$ cat src/design/fime_pkg.sv
// Shared types and constants for the frame interval median estimator.
// Used by the cell, the sorting chain and the top level.
package fime_pkg;

    localparam int STAMP_W = 64;
    localparam int DUR_W   = 32;

    // Link from one sorting cell to its right-hand neighbor.
    typedef struct packed {
        logic signed [DUR_W-1:0] value;
        logic                    gt;     // cell value is above the new key, or cell is empty
    } cell_link_t;

    // Control sequencer states, one-hot.
    typedef enum logic [2:0] {
        ST_IDLE   = 3'b001,
        ST_INSERT = 3'b010,
        ST_FINISH = 3'b100
    } fime_state_t;

endpackage

$ cat src/design/fime_cell.sv
// One cell of the sorting chain: holds one interval and takes part in an insertion.
// Depends on fime_pkg.
module fime_cell
    import fime_pkg::*;
(
    input  logic                    clk,
    input  logic                    insert_en,
    input  logic                    valid,
    input  logic signed [DUR_W-1:0] key,
    input  cell_link_t              left,
    output cell_link_t              link
);

    logic signed [DUR_W-1:0] value_reg;
    logic signed [DUR_W-1:0] value_next;
    logic                    gt;

    // An empty cell counts as larger than any key.
    assign gt = !valid || (value_reg > key);

    // A displaced cell takes its left neighbor's value when that is also larger, else the key.
    assign value_next = left.gt ? left.value : key;

    always_ff @(posedge clk)
    begin
        if (insert_en && gt)
        begin
            value_reg <= value_next;
        end
    end

    assign link.value = value_reg;
    assign link.gt    = gt;

endmodule

$ cat src/design/fime_sort_chain.sv
// Row of sorting cells that keeps the current batch of intervals in ascending order.
// Depends on fime_pkg and fime_cell.
module fime_sort_chain
    import fime_pkg::*;
#(
    parameter int DEPTH = 31,
    parameter int CNT_W = 5
)
(
    input  logic                    clk,
    input  logic                    insert_en,
    input  logic [CNT_W-1:0]        count,
    input  logic signed [DUR_W-1:0] key,
    output logic signed [DUR_W-1:0] median
);

    localparam int MID = DEPTH / 2;

    cell_link_t links [DEPTH];

    // Cell zero has no left neighbor, which acts as a value never above the key.
    cell_link_t head;
    assign head.value = '0;
    assign head.gt    = 1'b0;

    genvar i;
    generate
        for (i = 0; i < DEPTH; i++)
        begin : g_cell
            logic cell_valid;
            assign cell_valid = (CNT_W'(i) < count);

            if (i == 0)
            begin : g_first
                fime_cell u_cell (
                    .clk       (clk),
                    .insert_en (insert_en),
                    .valid     (cell_valid),
                    .key       (key),
                    .left      (head),
                    .link      (links[i])
                );
            end
            else
            begin : g_rest
                fime_cell u_cell (
                    .clk       (clk),
                    .insert_en (insert_en),
                    .valid     (cell_valid),
                    .key       (key),
                    .left      (links[i-1]),
                    .link      (links[i])
                );
            end
        end
    endgenerate

    assign median = links[MID].value;

endmodule

$ cat src/design/frame_interval_median_estimator_top.sv
// Each accepted timestamp goes through accept, insertion into the sorting chain and
// result; the result step waits until the single output register is free to be written.
// The first timestamp after reset only records the stamp and skips insertion. Later ones
// form a 32-bit signed interval that is inserted into a row of WINDOW_SAMPLES sorting
// cells; when the batch is full the middle cell is the median, which replaces a zero
// duration or is averaged (toward zero) with the held one.
// Every timestamp yields exactly one output transaction. No clearing pass is needed.
// Depends on fime_pkg, fime_sort_chain and fime_cell.
module frame_interval_median_estimator_top
    import fime_pkg::*;
#(
    parameter int WINDOW_SAMPLES = 31
)
(
    input  logic        clk,
    input  logic        rst_n,
    input  logic        s_tvalid,
    output logic        s_tready,
    input  logic [63:0] s_tdata,    // [63:0] timestamp_us
    output logic        m_tvalid,
    input  logic        m_tready,
    output logic [31:0] m_tdata,    // [31:0] frame_duration_us
    output logic        m_tuser     // [0] updated
);

    localparam int CNT_W = $clog2(WINDOW_SAMPLES + 1);

    fime_state_t state_reg, state_next;

    logic [STAMP_W-1:0]      prev_reg;
    logic                    have_prev_reg;
    logic signed [DUR_W-1:0] delta_reg;
    logic [CNT_W-1:0]        count_reg;
    logic signed [DUR_W-1:0] dur_reg;
    logic                    out_valid_reg;
    logic [DUR_W-1:0]        out_data_reg;
    logic                    out_upd_reg;

    logic                    in_fire;
    logic                    out_free;
    logic                    batch_done;
    logic signed [DUR_W-1:0] median;
    logic signed [DUR_W:0]   sum;
    logic signed [DUR_W:0]   sum_adj;
    logic signed [DUR_W-1:0] dur_next;

    assign s_tready = (state_reg == ST_IDLE);
    assign in_fire  = s_tvalid && s_tready;
    assign out_free = !out_valid_reg || m_tready;

    assign batch_done = (count_reg == CNT_W'(WINDOW_SAMPLES));

    // Sorted batch of intervals.
    fime_sort_chain #(
        .DEPTH (WINDOW_SAMPLES),
        .CNT_W (CNT_W)
    ) u_chain (
        .clk       (clk),
        .insert_en (state_reg == ST_INSERT),
        .count     (count_reg),
        .key       (delta_reg),
        .median    (median)
    );

    // Average at 33 bits, rounding toward zero.
    assign sum      = {median[DUR_W-1], median} + {dur_reg[DUR_W-1], dur_reg};
    assign sum_adj  = sum + (DUR_W+1)'(sum[DUR_W] & sum[0]);
    assign dur_next = (dur_reg == '0) ? median : sum_adj[DUR_W:1];

    // Sequencer next state.
    always_comb
    begin
        state_next = state_reg;
        case (state_reg)
            ST_IDLE:
            begin
                if (in_fire)
                begin
                    state_next = have_prev_reg ? ST_INSERT : ST_FINISH;
                end
            end
            ST_INSERT:
            begin
                state_next = ST_FINISH;
            end
            ST_FINISH:
            begin
                if (out_free)
                begin
                    state_next = ST_IDLE;
                end
            end
            default:
            begin
                state_next = ST_IDLE;
            end
        endcase
    end

    // Control state.
    always_ff @(posedge clk or negedge rst_n)
    begin
        if (!rst_n)
        begin
            state_reg     <= ST_IDLE;
            prev_reg      <= '0;
            have_prev_reg <= 1'b0;
            count_reg     <= '0;
            dur_reg       <= '0;
            out_valid_reg <= 1'b0;
        end
        else
        begin
            state_reg <= state_next;
            if (in_fire)
            begin
                prev_reg      <= s_tdata;
                have_prev_reg <= 1'b1;
            end
            if (state_reg == ST_INSERT)
            begin
                count_reg <= count_reg + CNT_W'(1);
            end
            if (state_reg == ST_FINISH && out_free)
            begin
                out_valid_reg <= 1'b1;
                if (batch_done)
                begin
                    dur_reg   <= dur_next;
                    count_reg <= '0;
                end
            end
            else if (m_tready)
            begin
                out_valid_reg <= 1'b0;
            end
        end
    end

    // Payload registers.
    always_ff @(posedge clk)
    begin
        if (in_fire)
        begin
            delta_reg <= $signed(s_tdata[DUR_W-1:0] - prev_reg[DUR_W-1:0]);
        end
        if (state_reg == ST_FINISH && out_free)
        begin
            out_upd_reg  <= batch_done;
            out_data_reg <= batch_done ? dur_next : dur_reg;
        end
    end

    assign m_tvalid = out_valid_reg;
    assign m_tdata  = out_data_reg;
    assign m_tuser  = out_upd_reg;

endmodule

$ cat config.mk
export PLATFORM = sky130hd
export DESIGN_NAME = frame_interval_median_estimator_top
export DESIGN_NICKNAME = d
export VERILOG_FILES = /design/src/design/fime_pkg.sv /design/src/design/fime_cell.sv /design/src/design/fime_sort_chain.sv /design/src/design/frame_interval_median_estimator_top.sv
export SDC_FILE = /design/constraint.sdc
export NUM_CORES = 2
export LEC_CHECK = 0
export ABC_CLOCK_PERIOD_IN_PS = 5400
export BUFFER_PORTS_ARGS = -buffer_cell sky130_fd_sc_hd__buf_4
export CAP_MARGIN = 20
export CORE_MARGIN = 1.5
export CORE_UTILIZATION = 58
export CTS_CLUSTER_SIZE = 10
export DETAILED_ROUTE_END_ITERATION = 16
export PLACE_DENSITY_LB_ADDON = 0.2
export SETUP_SLACK_MARGIN = 0.2
export SKIP_CTS_REPAIR_TIMING = 1
export SLEW_MARGIN = 20
export SYNTH_ARGS = -nofsm -noshare
export SYNTH_HDL_FRONTEND = slang
export SYNTH_SLANG_ARGS = --single-unit
export TNS_END_PERCENT = 30
$ cat constraint.sdc
create_clock -name clk -period 5.4 [get_ports clk]
set_clock_uncertainty 0.05 [all_clocks]
set_input_delay 1.62 -clock clk [delete_from_list [all_inputs] [get_ports clk]]
set_output_delay 1.62 -clock clk [all_outputs]
set_load 0.03 [all_outputs]
Word-level counts from Yosys, hierarchy flattened

Cells that the tools add are included.
W data, S select, Z words.

Logic and storage cells: 149
Output and inout bits: 35
Memories kept: 0
ROM bits: 0
Bits in writable memories: 0
Flip-flop bits (word level): 651
Bits in latches: 0
Bits of input ports: 68

Multiplexer cells: 26
Shifts and indexed selects: 0
Equality and inequality tests: 6
Multipliers: 0
Order comparisons: 32
Bitwise operators: 1
Reduce and logical (&&, ||, !) cells: 55
Div/mod/pow operators: 0
Add/sub/neg operators: 4

Operator list:

| cell                  | count |
|---|---|
| $mux W32              | 17 |
| $gt A32 B32 Y1        | 16 |
| $lt A4 B5 Y1 const A  | 8 |
| $add A32 B32 Y33      | 1 |
| $add A33 B1 Y33       | 1 |
| $logic_not A32 Y1     | 1 |
| $sub A32 B32 Y32      | 1 |
| $lt A3 B5 Y1 const A  | 4 |
| $logic_and A1 B1 Y1   | 18 |
| $logic_not A1 Y1      | 17 |
| $logic_or A1 B1 Y1    | 17 |
| $mux W5               | 3 |
| $lt A1 B5 Y1 const A  | 2 |
| $lt A2 B5 Y1 const A  | 2 |
| $mux W3               | 3 |
| $pmux W3 S3           | 1 |
| $add A5 B1 Y5 const B | 1 |
| $eq A5 B5 Y1 const B  | 1 |
| $eq A3 B1 Y1 const B  | 1 |
| $eq A3 B2 Y1 const B  | 1 |
| $eq A3 B3 Y1 const B  | 1 |
| $mux W1               | 2 |
| $ne A2 B1 Y1 const B  | 1 |
| $ne A2 B2 Y1 const B  | 1 |
| other kinds (3)       | 3 |

Logic depth before layout (Yosys ltp)

Word-level depth: 5
Gate-level depth with buffers: 20
Depth with buffers taken out: 19

Cells and area by module

Synthesis repeated with hierarchy kept, for this count alone.

Cells, all modules: 4738
Area total of the unflattened synthesis: 44277.5 um^2

Modules (own cells, without submodules):

| module                              | times used | sequential area each (um^2) | cells an instance | area each (um^2) |
|---|---|---|---|---|
| fime_cell                           | 16         | 960.9                       | 225               | 2132.0 |
| frame_interval_median_estimator_top | 1          | 3804.9                      | 1110              | 10003.3 |
| fime_sort_chain                     | 1          | 0.0                         | 28                | 161.4 |

Worst setup path after synthesis

No wires, ideal clock.

Kind: register to register
Start: reg delta_reg[9]
End: reg u_chain.g_cell[8].g_rest.u_cell.value_reg[0] (enable)
Clock period less this slack: 5.167 ns
Buffers on the path: 3
Stages on the path, launching flop included: 17
Required time: 4.929 ns
Setup time: 0.421 ns
Data arrival time: 4.696 ns
Path slack: 0.233 ns
Path through: edfxtp_1 > clkbuf_1 > inv_1 > ha_1 > a21o_1 > a21o_1 > a21o_1 > a21o_1 > a21o_1 > a21o_1 > a21o_1 > a21oi_1 > a21oi_1 > o31a_1 > clkbuf_1 > clkbuf_1 > nor2_1

Word-level cells in the longest chain between the ends: 3

RTL lines:

| item                   | RTL line                                   | text |
|---|---|---|
| start, declared        | frame_interval_median_estimator_top.sv:32  | `logic signed [DUR_W-1:0] delta_reg;` |
| start signal, assigned | frame_interval_median_estimator_top.sv:145 | `delta_reg <= $signed(s_tdata[DUR_W-1:0] - prev_reg[DUR_W-1:0]);` |
| $gt A32 B32 Y1         | fime_cell.sv:19                            | `assign gt = !valid \|\| (value_reg > key);` |
| $logic_or A1 B1 Y1     | fime_cell.sv:19                            |  |
| $logic_and A1 B1 Y1    | fime_cell.sv:26                            | `if (insert_en && gt)` |
| end signal, assigned   | fime_cell.sv:28                            | `value_reg <= value_next;` |
| end, declared          | fime_cell.sv:14                            | `logic signed [DUR_W-1:0] value_reg;` |

Every way passes these cells.
A chain may end at the register's enable or synchronous reset.

Worst setup path in the final report

Start: reg u_chain.g_cell[15].g_rest.u_cell.value_reg[5]
End: reg out_data_reg[27] (netlist: m_tdata[27]) (data pin)

Word-level cells in the longest chain between the ends: 5

RTL lines:

| item                   | RTL line                                   | text |
|---|---|---|
| start, declared        | fime_cell.sv:14                            |  |
| start signal, assigned | fime_cell.sv:28                            |  |
| $add A32 B32 Y33 *     | frame_interval_median_estimator_top.sv:66  | `assign sum = {median[DUR_W-1], median} + {dur_reg[DUR_W-1], dur_reg};` |
| $and A1 B1 Y1          | frame_interval_median_estimator_top.sv:67  | `assign sum_adj = sum + (DUR_W+1)'(sum[DUR_W] & sum[0]);` |
| $add A33 B1 Y33 *      | frame_interval_median_estimator_top.sv:67  |  |
| $mux W32 *             | frame_interval_median_estimator_top.sv:68  | `assign dur_next = (dur_reg == '0) ? median : sum_adj[DUR_W:1];` |
| $mux W32 *             | n/a                                        |  |
| end signal, assigned   | frame_interval_median_estimator_top.sv:150 | `out_data_reg <= batch_done ? dur_next : dur_reg;` |
| end, declared          | frame_interval_median_estimator_top.sv:36  | `logic [DUR_W-1:0] out_data_reg;` |

Mark *: on every way between the ends. The rest lies on a longest branch, timed or not.

==> results.cfg <==
[die]
die_area_um2 = 74900
placeableCoreArea_um2 = 72700
die_x_um = 274
dieHeight_um = 274
initial_core_util_pct = 58.4
ios = 103
rows = 99

[timing]
setup_tns_ps = 0
period_needed_ps = 5130
setup_violations = 0
tightestPinTransition_ps = 1020
period_share_pct = 95.1
clock.fmax_ghz = 0.195
drv_slew = 0
rsz0062_at_grt = true
slew_headroom_pct = 31.7
finalHoldViolCount = 0

[route]
wirelength_mm = 102
routedWlPerCell_um = 21.4
ant_nets = 0
first_pass_iters = 5
drc_errors = 0
drtIter0Drc = 1621
vias = 29300
viasPerCell = 6.17

[finish]
nets = 4369
antenna_cells = 0
utilization_pct = 64.9
largest_reg_flops = 480
final_cell_mix = ha_1, edfxtp_1, mux2_2, o21ai_0, nand2_1
drive_gt1_share_pct = 22.1
syn2layout_area_growth_pct = 11.2

[outcome]
status = finished, final reports clean

[hold_path]
hold_path.class = reg2reg
hold_depth = 1

[worst_setup_path]
arrival_ps = 5440
cp_max_fo = 7
endpoint_kind = register
rr_worst_depth = 17
crit_type = reg2reg
cp.required_ps = 5710
critPathLaunchType = register

[global_route]
grt_overflow = 0
grt_max_degree = 56
track_usage_pct = 27.1
first_global_vias = 31000
grt_pass1_wl_mm = 160
antenna_found_initial = 0

[clock_tree]
clk_path_buf_depth = 3
htreeDepth = 3
cts-root-buf = clkbuf_16
clock_sinks = 651
cts_buffers = 78
clk_latency_ps = 630
clkTransAtPathRegs_ps = 60
cts_tree = yes

[pwr]
peakVddDrop_mv = 0.314
power_density_nw_per_um2 = 562
p_leak_uw = 0.0191

[place]
io_buffer_count = 70
place_hpwl_mm = 78.7
gp_congestion = 0.895

[synthesis]
synthArstFlopShare_pct = 11.4
synth_nets = 4222
synth_warnings = 0
synth_edf_count = 577
avgSynthCellArea_um2 = 11.9
synth_area_um2 = 42500
seq_area_frac_synth_pct = 45.2
yosysTopAreaCell = edfxtp_1
synth_top_area_share_pct = 40.8
synth_seq_cells = 651
synthTopCellsByArea = edfxtp_1, ha_1, mux2_2
syn-instance-count = 3574
yosysUniqueCellTypes = 74
synthFlopType = edfxtp_1

[run]
cap_violations = 0
-- cells in the mapped netlist (49+ instances only) --
library cell	number
nand2_1	193
clkbuf_1	116
edfxtp_1	577
dfrtp_1	73
o21a_1	72
ha_1	578
nor2_1	137
a21o_1	148
inv_1	120
nand4_1	114
mux2_2	506
nor2b_1	71
a21oi_1	181
o21ai_0	196
xnor2_1	49
-- through the flow --
stage / hold slack, ps / instances / area, um2 / setup WS [ps] / total power [uW]
global route: 478 / 4746 / 47200 / 141 / 28300
floorplan: 405 / 3574 / 42500 / 233 / 17600
detailed placement: 459 / 4588 / 44700 / 106 / 21400
global placement: 429 / 4588 / 44700 / 143 / 20700
finish: 468 / 4746 / 47200 / 267 / 26500
CTS: 473 / 4734 / 47100 / 66.3 / 26500
-- power breakdown --
part	total, uW	switching (uW)	internal [uW]	leakage, uW
sequential	8260	855	7400	0.00618
combinational	13300	7120	6180	0.0118
clock	4990	2120	2870	0.00114
total	26500	10100	16400	0.0191
-- worst max-delay path, stage by stage, from the launching register on --
cell       delay, ps
edfxtp_1         450
ha_1             320
a21o_1           200
or3_1            340
o21a_2           270
o2111ai_2        320
a311oi_1         150
buf_4            170
nor2_1           350
and2_1           190
ha_1             170
nand2_1           90
nor2_2           230
nand4_1          250
or3_1            540
or4_1            440
a21oi_1          200
o22ai_1          110
-- final cells by class --
cell class                      count  area [um2]
Fill cell                        5324       25500
Tap cell                          959        1200
Clock inverter                     12         144
Clock buffer                      134        2230
Inverter                          120         462
Sequential cell                   651       19200
Timing Repair Buffer              190        1460
Multi-Input combinational cell   2680       22500
-- worst paths after layout --
check	slack, ps	startpoint	to
setup / recovery	270	u_chain.g_cell[15].g_rest.u_cell.value_reg[5]$_DFFE_PP_	m_tdata[27]$_DFFE_PP_
hold / removal	470	prev_reg[0]$_DFFE_PN0P_	prev_reg[0]$_DFFE_PN0P_
setup reg to reg	270	u_chain.g_cell[15].g_rest.u_cell.value_reg[5]$_DFFE_PP_	m_tdata[27]$_DFFE_PP_
hold reg to reg	470	prev_reg[0]$_DFFE_PN0P_	prev_reg[0]$_DFFE_PN0P_
max in group asynchronous	3430	rst_n	prev_reg[0]$_DFFE_PN0P_
min in group asynchronous	1020	rst_n	prev_reg[30]$_DFFE_PN0P_
-- metal layers --
metal  track usage [%]  part of all wire, %  up-vias
li1                  -                    -    14100
met1              29.9                   39    14400
met2              50.8                   52      632
met3              2.69                  3.1      221
met4              15.0                  5.6        0
met5                 0                    0        -
-- logic make-up after synthesis --
logic type | count (synthesis) | synth area share, %
and+or+nand+nor | 770 | 9.41
AOI/OAI and AO/OA | 746 | 11.1
xor gates and xnor gates | 73 | 1.51
DFF | 651 | 45.2
adders and majority gates | 580 | 17.1
muxes | 511 | 13.5
buffers and inverters | 243 | 2.17
Note: power is estimated with default switching activity, not from simulation.
